[src/design/dtic_pkg.sv]
// Shared types, codes and helpers for the double to integer converter.
package dtic_pkg;

	typedef enum logic [2:0] {
		FUNC_TRUNC32 = 3'd0,
		FUNC_EXACT32 = 3'd1,
		FUNC_TRUNC64 = 3'd2,
		FUNC_TRUNCU64 = 3'd3,
		FUNC_WRAP32 = 3'd4
	} func_t;

	typedef struct packed {
		logic [63:0] int_result;
		logic        ok;
	} conv_res_t;

	localparam logic [63:0] INDEFINITE64 = 64'h8000_0000_0000_0000;
	localparam logic [63:0] INDEFINITE32 = 64'hFFFF_FFFF_8000_0000;
	localparam logic [63:0] NEG_ZERO_BITS = 64'h8000_0000_0000_0000;
	localparam logic [10:0] EXP_BIAS = 11'd1023;
	localparam logic [10:0] EXP_UNIT = 11'd1075;
	localparam logic [10:0] EXP_TWO63 = 11'd1086;
	localparam logic [10:0] EXP_MAX = 11'd2047;
	localparam logic [52:0] MAGIC_SIG = 53'h18_0000_0000_0000;

	// Count of leading zeros of a 56-bit word; 56 when the word is zero.
	function automatic logic [5:0] lzc56(input logic [55:0] x);
		logic [5:0] n;
		logic       found;
		n = 6'd56;
		found = 1'b0;
		for (int i = 55; i >= 0; i--) begin
			if (!found && x[i]) begin
				n = 6'(55 - i);
				found = 1'b1;
			end
		end
		return n;
	endfunction

endpackage

[src/design/double_to_integer_convert.sv]
// Top level of the double to integer converter with its two pipeline registers.
//
//   Channel  Handshake              Word contents
//   -------  ---------------------  ---------------------------------
//   cmd      cmd_valid, cmd_stall   func (3 bits), value_bits (64 bits)
//   rsp      rsp_valid, rsp_stall   int_result (64 bits), ok (1 bit)
//
// A word passes from acceptance to its result through the input register
// and then the result register. The conversion itself is a single
// combinational pass between those two registers, so one word is accepted in
// every cycle while the response side keeps taking results.
// Reset empties both registers; no other state exists.
// A stalled result holds the result register, and the input register then
// raises cmd_stall only when it holds a word that cannot move forward.
module double_to_integer_convert (
	input  logic        clk,
	input  logic        arst_n,
	input  logic        cmd_valid,
	output logic        cmd_stall,
	input  logic [2:0]  func,
	input  logic [63:0] value_bits,
	output logic        rsp_valid,
	input  logic        rsp_stall,
	output logic [63:0] int_result,
	output logic        ok
);
	import dtic_pkg::*;

	logic               valid_s1;
	logic [2:0]         func_s1;
	logic [63:0]        bits_s1;
	logic               valid_s2;
	conv_res_t          res_s2;
	logic               move_s2;
	conv_res_t          trunc_res;
	logic [31:0]        wrap_low;
	logic               nan_s1;
	conv_res_t          conv_res;

	// The result register is free when it is empty or its word leaves now.
	assign move_s2 = !valid_s2 || !rsp_stall;
	assign cmd_stall = valid_s1 && !move_s2;

	dtic_trunc u_trunc (
		.func       (func_s1),
		.value_bits (bits_s1),
		.res        (trunc_res)
	);

	dtic_wrap u_wrap (
		.value_bits (bits_s1),
		.low_word   (wrap_low)
	);

	// The wrap mode passes a NaN's low payload through unchanged; every other
	// mode takes its answer from the truncation unit.
	always_comb begin
		nan_s1 = (bits_s1[62:52] == EXP_MAX) && (bits_s1[51:0] != 52'd0);
		conv_res = trunc_res;
		if (func_s1 == FUNC_WRAP32) begin
			conv_res.ok = 1'b1;
			if (nan_s1) begin
				conv_res.int_result = {{32{bits_s1[31]}}, bits_s1[31:0]};
			end else begin
				conv_res.int_result = {{32{wrap_low[31]}}, wrap_low};
			end
		end
	end

	always_ff @(posedge clk or negedge arst_n) begin
		if (!arst_n) begin
			valid_s1 <= 1'b0;
		end else if (!cmd_stall) begin
			valid_s1 <= cmd_valid;
		end
	end

	always_ff @(posedge clk) begin
		if (cmd_valid && !cmd_stall) begin
			func_s1 <= func;
			bits_s1 <= value_bits;
		end
	end

	always_ff @(posedge clk or negedge arst_n) begin
		if (!arst_n) begin
			valid_s2 <= 1'b0;
		end else if (move_s2) begin
			valid_s2 <= valid_s1;
		end
	end

	always_ff @(posedge clk) begin
		if (move_s2 && valid_s1) begin
			res_s2 <= conv_res;
		end
	end

	assign rsp_valid = valid_s2;
	assign int_result = res_s2.int_result;
	assign ok = res_s2.ok;

endmodule

[src/design/dtic_trunc.sv]
// Truncating conversions to int32, checked int32, int64 and uint64.
module dtic_trunc (
	input  logic [2:0]         func,
	input  logic [63:0]        value_bits,
	output dtic_pkg::conv_res_t res
);
	import dtic_pkg::*;

	logic        sgn;
	logic [10:0] ex;
	logic [51:0] fr;
	logic [52:0] sig;
	logic        nan;
	logic [10:0] ldiff;
	logic [10:0] rdiff;
	logic [63:0] sig_w;
	logic [63:0] mag;
	logic [63:0] neg_mag;
	logic [63:0] signed_mag;
	logic        frac_nz;
	logic        in32;
	logic        in64;
	logic [63:0] t32;
	logic [63:0] res64;

	always_comb begin
		sgn = value_bits[63];
		ex = value_bits[62:52];
		fr = value_bits[51:0];
		sig = {(ex != 11'd0), fr};
		nan = (ex == EXP_MAX) && (fr != 52'd0);
		sig_w = {11'd0, sig};
		ldiff = ex - EXP_UNIT;
		rdiff = EXP_UNIT - ex;

		if (ex < EXP_BIAS) begin
			mag = 64'd0;
			frac_nz = |value_bits[62:0];
		end else if (ex >= EXP_UNIT) begin
			mag = sig_w << ldiff[3:0];
			frac_nz = 1'b0;
		end else begin
			mag = sig_w >> rdiff[5:0];
			frac_nz = (sig_w & ((64'd1 << rdiff[5:0]) - 64'd1)) != 64'd0;
		end
		neg_mag = 64'd0 - mag;
		signed_mag = sgn ? neg_mag : mag;

		// Infinity and NaN carry the top exponent and fall outside both ranges.
		in32 = (ex <= EXP_TWO63) &&
			(sgn ? (mag <= 64'h8000_0000) : (mag < 64'h8000_0000));
		in64 = (ex < EXP_TWO63) || (sgn && (ex == EXP_TWO63) && (fr == 52'd0));

		t32 = in32 ? {{32{signed_mag[31]}}, signed_mag[31:0]} : INDEFINITE32;
		res64 = in64 ? signed_mag : INDEFINITE64;

		res.ok = 1'b1;
		case (func)
			FUNC_TRUNC32: res.int_result = t32;
			FUNC_EXACT32: begin
				if (in32 && !frac_nz && (value_bits != NEG_ZERO_BITS)) begin
					res.int_result = t32;
				end else begin
					res.int_result = 64'd0;
					res.ok = 1'b0;
				end
			end
			FUNC_TRUNC64: res.int_result = res64;
			FUNC_TRUNCU64: begin
				// At or above 2^63 the offset path gives the magnitude itself,
				// and zero once the value reaches 2^64.
				if (!sgn && !nan && (ex >= EXP_TWO63)) begin
					res.int_result = (ex == EXP_TWO63) ? mag : 64'd0;
				end else begin
					res.int_result = res64;
				end
			end
			default: begin
				res.int_result = 64'd0;
				res.ok = 1'b0;
			end
		endcase
	end

endmodule

[src/design/dtic_wrap.sv]
// Rounded addition of 2^52+2^51 to a double, giving the low fraction word.
module dtic_wrap (
	input  logic [63:0] value_bits,
	output logic [31:0] low_word
);
	import dtic_pkg::*;

	logic        sgn;
	logic [10:0] ex;
	logic [10:0] ea;
	logic [52:0] siga;
	logic        a_big;
	logic [52:0] big_sig;
	logic [52:0] small_sig;
	logic [10:0] shift_amt;
	logic [63:0] small_ext;
	logic [63:0] shifted;
	logic [63:0] lost_mask;
	logic        sticky;
	logic [55:0] aligned;
	logic [55:0] big_ext;
	logic [56:0] sum;
	logic [55:0] norm;
	logic [52:0] keep;
	logic        round_up;
	logic [52:0] rounded;

	always_comb begin
		sgn = value_bits[63];
		ex = value_bits[62:52];
		ea = (ex == 11'd0) ? 11'd1 : ex;
		siga = {(ex != 11'd0), value_bits[51:0]};

		a_big = (ea > EXP_UNIT) || ((ea == EXP_UNIT) && (siga >= MAGIC_SIG));
		big_sig = a_big ? siga : MAGIC_SIG;
		small_sig = a_big ? MAGIC_SIG : siga;
		shift_amt = a_big ? (ea - EXP_UNIT) : (EXP_UNIT - ea);

		// Align the smaller operand with guard, round and sticky positions.
		small_ext = {8'd0, small_sig, 3'd0};
		if (shift_amt >= 11'd64) begin
			shifted = 64'd0;
			lost_mask = {64{1'b1}};
		end else begin
			shifted = small_ext >> shift_amt[5:0];
			lost_mask = (64'd1 << shift_amt[5:0]) - 64'd1;
		end
		sticky = (small_ext & lost_mask) != 64'd0;
		aligned = {shifted[55:1], shifted[0] | sticky};
		big_ext = {big_sig, 3'd0};

		sum = sgn ? ({1'b0, big_ext} - {1'b0, aligned}) : ({1'b0, big_ext} + {1'b0, aligned});

		if (sum[56]) begin
			norm = {sum[56:2], sum[1] | sum[0]};
		end else begin
			norm = sum[55:0] << lzc56(sum[55:0]);
		end

		// Round to nearest, ties to even; a carry out leaves the low word zero.
		keep = norm[55:3];
		round_up = norm[2] && (norm[1] || norm[0] || keep[0]);
		rounded = keep + {52'd0, round_up};
		low_word = rounded[31:0];
	end

endmodule
[config.mk]
export PLATFORM = sky130hd
export DESIGN_NAME = double_to_integer_convert
export DESIGN_NICKNAME = d
export VERILOG_FILES = /design/src/design/dtic_pkg.sv /design/src/design/double_to_integer_convert.sv /design/src/design/dtic_trunc.sv /design/src/design/dtic_wrap.sv
export SDC_FILE = /design/constraint.sdc
export NUM_CORES = 2
export LEC_CHECK = 0
export ABC_AREA = 1
export BUFFER_PORTS_ARGS = -buffer_cell sky130_fd_sc_hd__buf_2
export CAP_MARGIN = 20
export CORE_MARGIN = 3
export CORE_UTILIZATION = 34
export CTS_BUF_LIST = sky130_fd_sc_hd__clkbuf_2 sky130_fd_sc_hd__clkbuf_4 sky130_fd_sc_hd__clkbuf_8
export DETAILED_ROUTE_END_ITERATION = 8
export PLACE_DENSITY = 0.52
export SYNTH_ARGS = -nofsm -noshare
export SYNTH_HDL_FRONTEND = slang
export SYNTH_SLANG_ARGS = --single-unit
export TNS_END_PERCENT = 10
[constraint.sdc]
create_clock -name clk -period 18.7 [get_ports clk]
set_input_delay 0.935 -clock clk [delete_from_list [all_inputs] [get_ports clk]]
set_output_delay 0.935 -clock clk [all_outputs]
set_load 0.01 [all_outputs]
==> impl_metrics.ini <==
[routing]
wl_met1_um = 78500
drc_errors = 0
met3_length_um = 17100
vias = 44100
dr.max_layer_used = met4
drt_iter0_markers = 5790
dr_wl_met2_um = 76400
wl_per_cell_um = 23.6
ant_nets = 0
dr.pass1.iters = 6
viasPerCell = 5.71
wl_um = 182000

[sta]
maxSlewHeadroom_pct = 21.2
worst_slack_ps = 2180
fin_crit_ps = 16520
hold_viol_final = 0
worst_pin_slew_ps = 1180
whs_ps = 129
fin_skew_ps = 39.5
fin_crit_sh_pct = 88.4
finalMaxSlewViolations = 0
fmax_mhz = 60.5
finalSetupTns_ps = 0
rsz0062_at_grt = no
setup_viol_count_final = 0

[synth]
async_flop_share_pct = 1.49
yosys.cell_types.count = 79
ys_ff_latch = 134
synthTopCellsByCount = nand2_1 (1611), nor2_1 (982), inv_1 (826), o21ai_0 (562), nand3_1 (555)
synth_fa_ha_area_share_pct = 4.43
postSynthAreaPerCell_um2 = 5.37
synth_compound_gate_area_share_pct = 20.7
synthTopCellsByArea = nand2_1 (17%), edfxtp_1 (11%), nor2_1 (11%)
synth.area.mux_share_pct = 1.59
synth_xor_area_share_pct = 2.89
synth_warnings = 0
synth-main-ff-cell = edfxtp_1
yosysMostFrequentCell = nand2_1
synth_top_family_by_area = simple AND/OR/NAND/NOR gates
synth_edf_count = 132
synth.largest_area_cell = nand2_1
postSynthCellCount = 6446
synth_top_area_share_pct = 17.5
syn-cell-area_um2 = 34600
ys_seq_area_share_pct = 11.6
synthSimpleGateAreaFrac_pct = 44.6

[worst_setup_path]
critPathLaunchType = flop
critPathRequiredTime_ps = 18980
arrival_ps = 16800
path_class = reg -> reg
worstReg2RegStart = bits_s1[53]$_DFFE_PP_
cpMaxStageDelayCell = nand2_2
slowest_delay_ps = 630
crit_fanout = 70
r2r_cells = 87
crit_path_frequent_cell = nand2_1
reg2reg_to = int_result[26]$_DFFE_PP_
end_kind = flop
worst-r2r-setup-slack_ps = 2180

[clock_tree]
post_cts_buffers = 0
clockRootBuffer = clkbuf_8
h-tree-depth = 4
clock_path_buffers = 2
cts_tree = yes
clkTransAtPathRegs_ps = 120
cts.sinks = 134
clock_latency_ps = 560
cts_buffers = 17

[run]
cap_violations = 0

[status]
run_status = completed

[pwr]
total_leakage_power_nw = 18.1
power_density_nw_per_um2 = 66.3
ir_drop_uv = 53.2
total_power_w = 0.00240

[grt]
grt_usage_pct = 33.0
gr-total-overflow = 0
grt_max_degree = 79
antenna_found_initial = 4
grt_pass1_vias = 40300
grt_pass1_wl_um = 265000

[cells_and_area]
final_nets = 6545
syn2layout_area_growth_pct = 4.64
final_cells = 7722
fill_cells = 11800
drive_gt1_share_pct = 6.90

[die]
placementRows = 116
die_w_um = 325
initial_core_util_pct = 34.4
coreArea_um2 = 101000
die-area_um2 = 106000
die_y_um = 325
pin_count = 138

[placement]
placedCellCount = 7690
place.port_buffers = 137
place_ws_ps = 2400
gp_congestion = 1.02
hpwlAfterDp_um = 148000

[hold_path]
min_path_type = in -> async
metrics by stage:
step                utilization, %  area (µm²)
finish                        36.0       36200
CTS                           36.0       36200
floorplan                        -       34600
global route                  36.0       36200
detailed placement            35.6       35800
global placement              35.6       35800
sequential cells by signal (all words and copies together), names as in the netlist:
name        flops
valid_s1        1
ok              1
rsp_valid       1
bits_s1        64
int_result     64
func_s1         3
critical path: cells and delay by family (launching register included):
kind / cells / cell delay, ps
xor gates and xnor gates: 1 / 290
AOI/OAI and AO/OA: 17 / 3910
adders and majority gates: 3 / 900
and+or+nand+nor: 54 / 7940
buffers and inverters: 12 / 2810
DFF: 1 / 370
cells by family after synthesis:
kind of cell,count (synthesis)
fa+ha+maj,122
buf+inv,1170
xor+xnor,114
flops,134
mux,55
compound gates,1261
simple gates,3589
other cells,1
cell type report:
| class | count | area, µm² | share of cell area (%) |
|---|---|---|---|
| Antenna cell | 1 | 2.50 | 0.00691 |
| Clock buffer | 18 | 241 | 0.667 |
| Clock inverter | 13 | 124 | 0.342 |
| Inverter | 851 | 3200 | 8.83 |
| Multi-Input combinational cell | 5143 | 25700 | 71.1 |
| Sequential cell | 134 | 4010 | 11.1 |
| Tap cell | 1357 | 1700 | 4.69 |
| Timing Repair Buffer | 205 | 1200 | 3.30 |
timing repair:
item / 4_1_cts / 5_1_grt
gates resized for setup: 0 / 1
hold buffers: 0 / 0
setup endpoints to repair: 0 / 4
metal layers:
metal	vias up	track usage [%]
li1	21000	-
met1	20400	45.6
met2	2290	50.1
met3	375	5.04
met4	0	15.4
met5	-	0
where the power goes:
part           internal (W)  switching (W)  leakage (nW)  total, W
clock network      0.000107       0.000146         0.173  0.000253
registers          0.000372      0.0000409          1.31  0.000413
logic              0.000451        0.00129          16.6   0.00174
total              0.000930        0.00147          18.1   0.00240
cell usage in the layout (no fill, tap or decap), types with 102 or more instances in the layout:
| master | Yosys | routed |
|---|---|---|
| nand2_1 | 1611 | 1611 |
| nor2_1 | 982 | 980 |
| inv_1 | 826 | 822 |
| o21ai_0 | 562 | 562 |
| nand3_1 | 555 | 555 |
| a21oi_1 | 340 | 339 |
| buf_2 | 20 | 137 |
| edfxtp_1 | 132 | 132 |
| ha_1 | 121 | 120 |
| nand4_1 | 118 | 118 |
| xor2_1 | 103 | 103 |
| nor3_1 | 105 | 102 |
how the worst max path moves through the flow:
| stage | from | endpoint | slack, ps | cells past startpoint |
|---|---|---|---|---|
| global route | bits_s1[53]$_DFFE_PP_ | int_result[26]$_DFFE_PP_ | 120 | 95 |
| finish | bits_s1[53]$_DFFE_PP_ | int_result[26]$_DFFE_PP_ | 2180 | 87 |
| global placement | bits_s1[53]$_DFFE_PP_ | int_result[32]$_DFFE_PP_ | 2580 | 92 |
| CTS | bits_s1[53]$_DFFE_PP_ | int_result[26]$_DFFE_PP_ | 2320 | 87 |
| detailed placement | bits_s1[53]$_DFFE_PP_ | int_result[26]$_DFFE_PP_ | 2400 | 87 |
| floorplan | bits_s1[54]$_DFFE_PP_ | int_result[26]$_DFFE_PP_ | 5400 | 100 |
Note: power is estimated with default switching activity, not from simulation.
